## config.mk

```make
export PLATFORM = sky130hd
export DESIGN_NAME = bptc_cal_regs
export DESIGN_NICKNAME = d
export VERILOG_FILES = /design/src/design/assert_macros.svh /design/src/design/bptc_pkg.sv /design/src/design/bptc_cal_regs.sv
export SDC_FILE = /design/constraint.sdc
export NUM_CORES = 1
export LEC_CHECK = 0
export BUFFER_PORTS_ARGS = -buffer_cell sky130_fd_sc_hd__buf_4
export CAP_MARGIN = 0
export CORE_ASPECT_RATIO = 1.2
export CORE_UTILIZATION = 40
export CTS_BUF_LIST = sky130_fd_sc_hd__clkbuf_4 sky130_fd_sc_hd__clkbuf_8
export DETAILED_ROUTE_END_ITERATION = 6
export PLACE_DENSITY = 0.7
export SLEW_MARGIN = 20
export SYNTH_ARGS = -nofsm -noshare
export SYNTH_HDL_FRONTEND = slang
export SYNTH_SLANG_ARGS = --single-unit
```

## constraint.sdc

```tcl
create_clock -name i_clk -period 1.38 [get_ports i_clk]
set_clock_uncertainty 0.1 [all_clocks]
set_input_delay 0.207 -clock i_clk [delete_from_list [all_inputs] [get_ports i_clk]]
set_output_delay 0.207 -clock i_clk [all_outputs]
set_load 0.01 [all_outputs]
```

## src/design/assert_macros.svh

```systemverilog
// Assertion helpers used by the top-level design file.
`ifndef ASSERT_MACROS_SVH
`define ASSERT_MACROS_SVH

// Clocked check, switched off while reset is held.
`define ASSERT_CLK(lbl, clk, rst_n, prop, msg) \
    lbl: assert property (@(posedge clk) disable iff (!rst_n) prop) else $error(msg);

// Clocked check that also holds during reset.
`define ASSERT_ALWAYS(lbl, clk, prop, msg) \
    lbl: assert property (@(posedge clk) prop) else $error(msg);

`endif

```

## src/design/bptc_pkg.sv

```systemverilog
`default_nettype none

package bptc_pkg;

    localparam int CAL_W    = 16;
    localparam int RAW_W    = 24;
    localparam int RES_W    = 32;
    localparam int IDX_W    = 3;
    localparam int N_STAGE  = 8;

    // intermediate widths, signed except the low sensitivity half and its product (LO_W, PPL_W)
    localparam int DT_W     = 25;
    localparam int MT_W     = 42;
    localparam int OFF_W    = 37;
    localparam int SENS_W   = 36;
    localparam int LO_W     = 17;
    localparam int HI_W     = SENS_W - LO_W;
    localparam int PPL_W    = RAW_W + LO_W;
    localparam int PPH_W    = RAW_W + 1 + HI_W;
    localparam int PROD_W   = 61;
    localparam int Q_W      = 40;
    localparam int X_W      = 41;

    localparam int TEMP_BASE  = 2000;
    localparam int C5_SHIFT   = 8;
    localparam int T_SHIFT    = 23;
    localparam int C2_SHIFT   = 17;
    localparam int OFF_SHIFT  = 6;
    localparam int C1_SHIFT   = 16;
    localparam int SENS_SHIFT = 7;
    localparam int P1_SHIFT   = 21;
    localparam int P2_SHIFT   = 15;

    typedef enum logic [IDX_W-1:0] {
        REG_C1 = 3'd0,
        REG_C2 = 3'd1,
        REG_C3 = 3'd2,
        REG_C4 = 3'd3,
        REG_C5 = 3'd4,
        REG_C6 = 3'd5
    } t_reg_idx;

    typedef struct packed {
        logic [CAL_W-1:0] c1;
        logic [CAL_W-1:0] c2;
        logic [CAL_W-1:0] c3;
        logic [CAL_W-1:0] c4;
        logic [CAL_W-1:0] c5;
        logic [CAL_W-1:0] c6;
    } t_cal;

endpackage

`default_nettype wire

```

## src/design/bptc_cal_regs.sv

```systemverilog
`default_nettype none

module bptc_cal_regs import bptc_pkg::*; (
    input  wire logic             i_clk,
    input  wire logic             i_rst_n,
    input  wire logic             i_wr_en,
    input  wire logic [IDX_W-1:0] i_wr_index,
    input  wire logic [CAL_W-1:0] i_wr_data,
    output t_cal                  o_cal
);

    t_cal r_cal;
    t_cal n_cal;

    always_comb begin
        n_cal = r_cal;
        if (i_wr_en) begin
            unique case (t_reg_idx'(i_wr_index))
                REG_C1:  n_cal.c1 = i_wr_data;
                REG_C2:  n_cal.c2 = i_wr_data;
                REG_C3:  n_cal.c3 = i_wr_data;
                REG_C4:  n_cal.c4 = i_wr_data;
                REG_C5:  n_cal.c5 = i_wr_data;
                REG_C6:  n_cal.c6 = i_wr_data;
                default: n_cal = r_cal;   // unused index, write dropped
            endcase
        end
    end

    always_ff @(posedge i_clk) begin
        if (!i_rst_n) begin
            r_cal <= '0;
        end else begin
            r_cal <= n_cal;
        end
    end

    assign o_cal = r_cal;

endmodule

`default_nettype wire

```

==> flow_metrics.py <==
metrics = {
    "status": {
        "outcome": "completed",
    },
    "hold_path": {
        "min_delay_path_depth": 3,
        "min_to": "o_cal[47]",
        "hp-start": "i_wr_data[15]",
        "min_path_type": "primary input to flop",
    },
    "timing": {
        "fmax_mhz": 845,
        "tightest_slew_ns": 0.328,
        "fin_crit_ns": 1.18,
        "whs_ns": 0.134,
        "slew_violations": 0,
        "finalHoldViolations": 0,
        "rsz0062_at_grt": "no",
        "setup_viol": 0,
        "relSlewSlack": 0.781,
        "setup_ws_ns": 0.197,
        "post-route-period-util": 0.857,
        "setup_tns_ns": 0,
    },
    "flow_run": {
        "maxCapViolCount": 0,
    },
    "synth": {
        "async_reset_ff_frac": 0,
        "synth_nets": 356,
        "seq_area_frac_synth": 0.550,
        "synth_top_cell_by_area": "dfxtp_1",
        "yosysMostFrequentCell": "nand2_1",
        "ys_ff_latch": 96,
        "synth_warnings": 0,
        "synth_common_cells": "112 x nand2_1, 96 x dfxtp_1, 96 x mux2i_1, 11 x clkbuf_1, 9 x buf_2",
        "syn_avg_cell_area_um2": 10.5,
        "synth_top_area_share": 0.550,
        "synthTopCellsByArea": "dfxtp_1 55%, mux2i_1 27%, nand2_1 12%",
        "syn-instance-count": 334,
        "synthDistinctLibCells": 13,
        "ys.flop_type": "dfxtp_1",
        "synth_area_um2": 3490,
        "synth-edff-count": 0,
    },
    "routing": {
        "detailedRoute.firstIterationViolations": 109,
        "drc": 0,
        "antenna_left": 0,
        "vias": 2739,
        "post_drt_wl_per_cell_um": 15.1,
        "first_pass_iters": 4,
        "viasPerCell": 4.78,
        "wirelength_um": 8630,
    },
    "final_layout": {
        "finalNetCount": 473,
        "drive_above_1_share": 0.322,
        "area_growth_pct": 38.2,
        "num_antenna_cells": 0,
        "final_cells": 573,
        "final_core_util": 0.567,
        "fin_area_um2": 4830,
        "largest_reg_flops": 96,
    },
    "clock_tree": {
        "cts_hold_buf": 0,
        "tritoncts": "done",
        "path_clk_slew_ns": 0.09,
        "ctsLongestPathBuffers": 2,
        "cts_num_sinks": 96,
        "clk_latency_ns": 0.35,
        "cts_resized": 0,
        "cts_buffers": 9,
        "htreeDepth": 3,
        "clockRootBuffer": "clkbuf_8",
        "cts_setup_buffers": 0,
    },
    "power": {
        "combPwrFrac": 0.078,
        "p_per_area_nw_per_um2": 1170,
        "p_seq_frac": 0.506,
        "finalPower_mw": 5.66,
        "peakVddDrop_mv": 0.565,
        "p_leak_nw": 2.53,
        "swShare": 0.218,
        "power_switching_mw": 1.23,
        "p_clk_frac": 0.416,
        "intPower_mw": 4.43,
    },
    "critical_path": {
        "crit_type": "flop to primary output",
        "cp-start-kind": "flop",
        "rr_worst_depth": 2,
        "arrival_ns": 0.88,
        "r2r_start": "o_cal[66]",
        "cp-end-kind": "primary output",
        "worst_path_largest_cell_delay_ns": 0.38,
        "crit_required_ns": 1.07,
        "crit_family": "flip-flops",
        "reg2reg_slack_ns": 0.61,
        "path_cells": "buf_4",
        "r2r-end": "o_cal[66]",
        "path_max_fanout": 2,
        "crit_buf_inv": 1,
        "slowest_stage": "dfxtp_1",
    },
    "floorplanning": {
        "num_rows": 37,
        "die_h_um": 104,
        "start_util": 0.410,
        "dieArea_um2": 9120,
        "coreArea_um2": 8520,
        "die-width_um": 87.3,
        "io_pins": 118,
    },
    "grt": {
        "grtUsageTotal": 0.196,
        "grt_pass1_vias": 2646,
        "overflow": 0,
        "grt_pass1_wl_um": 13600,
        "antenna_found_initial": 0,
        "grt_max_degree": 50,
    },
    "placement": {
        "dpl_cell_area_um2": 4560,
        "dpl.cell_count": 557,
        "routabilityCongestion": 0.719,
        "io_buffers": 117,
        "dp_hpwl_um": 6130,
        "place_worst_setup_slack_ns": -0.0909,
    },
}
cell usage in the layout, fill, tap and decap left out:
cell / synthesis / layout
buf_4: 1 / 124
nand2_1: 112 / 112
mux2i_1: 96 / 96
dfxtp_1: 96 / 96
clkbuf_8: 0 / 9
buf_12: 1 / 6
bufinv_16: 0 / 4
nand4bb_1: 2 / 2
nand4b_1: 2 / 2
or4b_1: 1 / 1
and4bb_2: 1 / 1
clkinv_2: 0 / 1
inv_6: 0 / 1
clkinvlp_4: 0 / 1
cell families after synthesis:
group                  after synthesis  share of synthesized area
buffers and inverters               24                     0.0369
flip-flops                          96                      0.550
multiplexers                        96                      0.275
AND/OR/NAND/NOR                    118                      0.138
how the worst max path moves through the flow:
stage,startpoint,endpoint,slack (ns),cells after the start
2_1_floorplan,i_wr_index[1],o_cal[89],0.02,4
3_3_place_gp,i_wr_index[1],o_cal[92],-0.07,4
3_5_place_dp,i_wr_index[1],o_cal[85],-0.09,4
4_1_cts,o_cal[66],o_cal[66],0.18,1
5_1_grt,o_cal[66],o_cal[66],0.15,1
6_report,o_cal[66],o_cal[66],0.20,1
metal layers:
layer	GRT usage	wire, um
met2	0.332	4390
met5	0	0
met4	0.0855	200
met3	0.0413	359
met1	0.236	3680
layout make-up:
| class | instances | area, um2 |
|---|---|---|
| well taps | 117 | 146 |
| multi-input cells | 214 | 1440 |
| repair buffers | 130 | 1050 |
| clock buffers | 9 | 124 |
| fillers | 803 | 3690 |
| clock inverters | 7 | 141 |
| flip-flops and latches | 96 | 1920 |
power groups by stage:
| stage | combinational [mW] | clock, mW | sequential [mW] |
|---|---|---|---|
| after floorplan | 0.187 | 0 | 2.95 |
| after global placement | 0.436 | 0 | 2.93 |
| after detailed placement | 0.444 | 0 | 2.93 |
| after CTS | 0.446 | 2.40 | 2.86 |
| after global routing | 0.473 | 2.53 | 2.87 |
| final | 0.441 | 2.36 | 2.86 |
No activity file was read; power rests on OpenSTA's default activity.
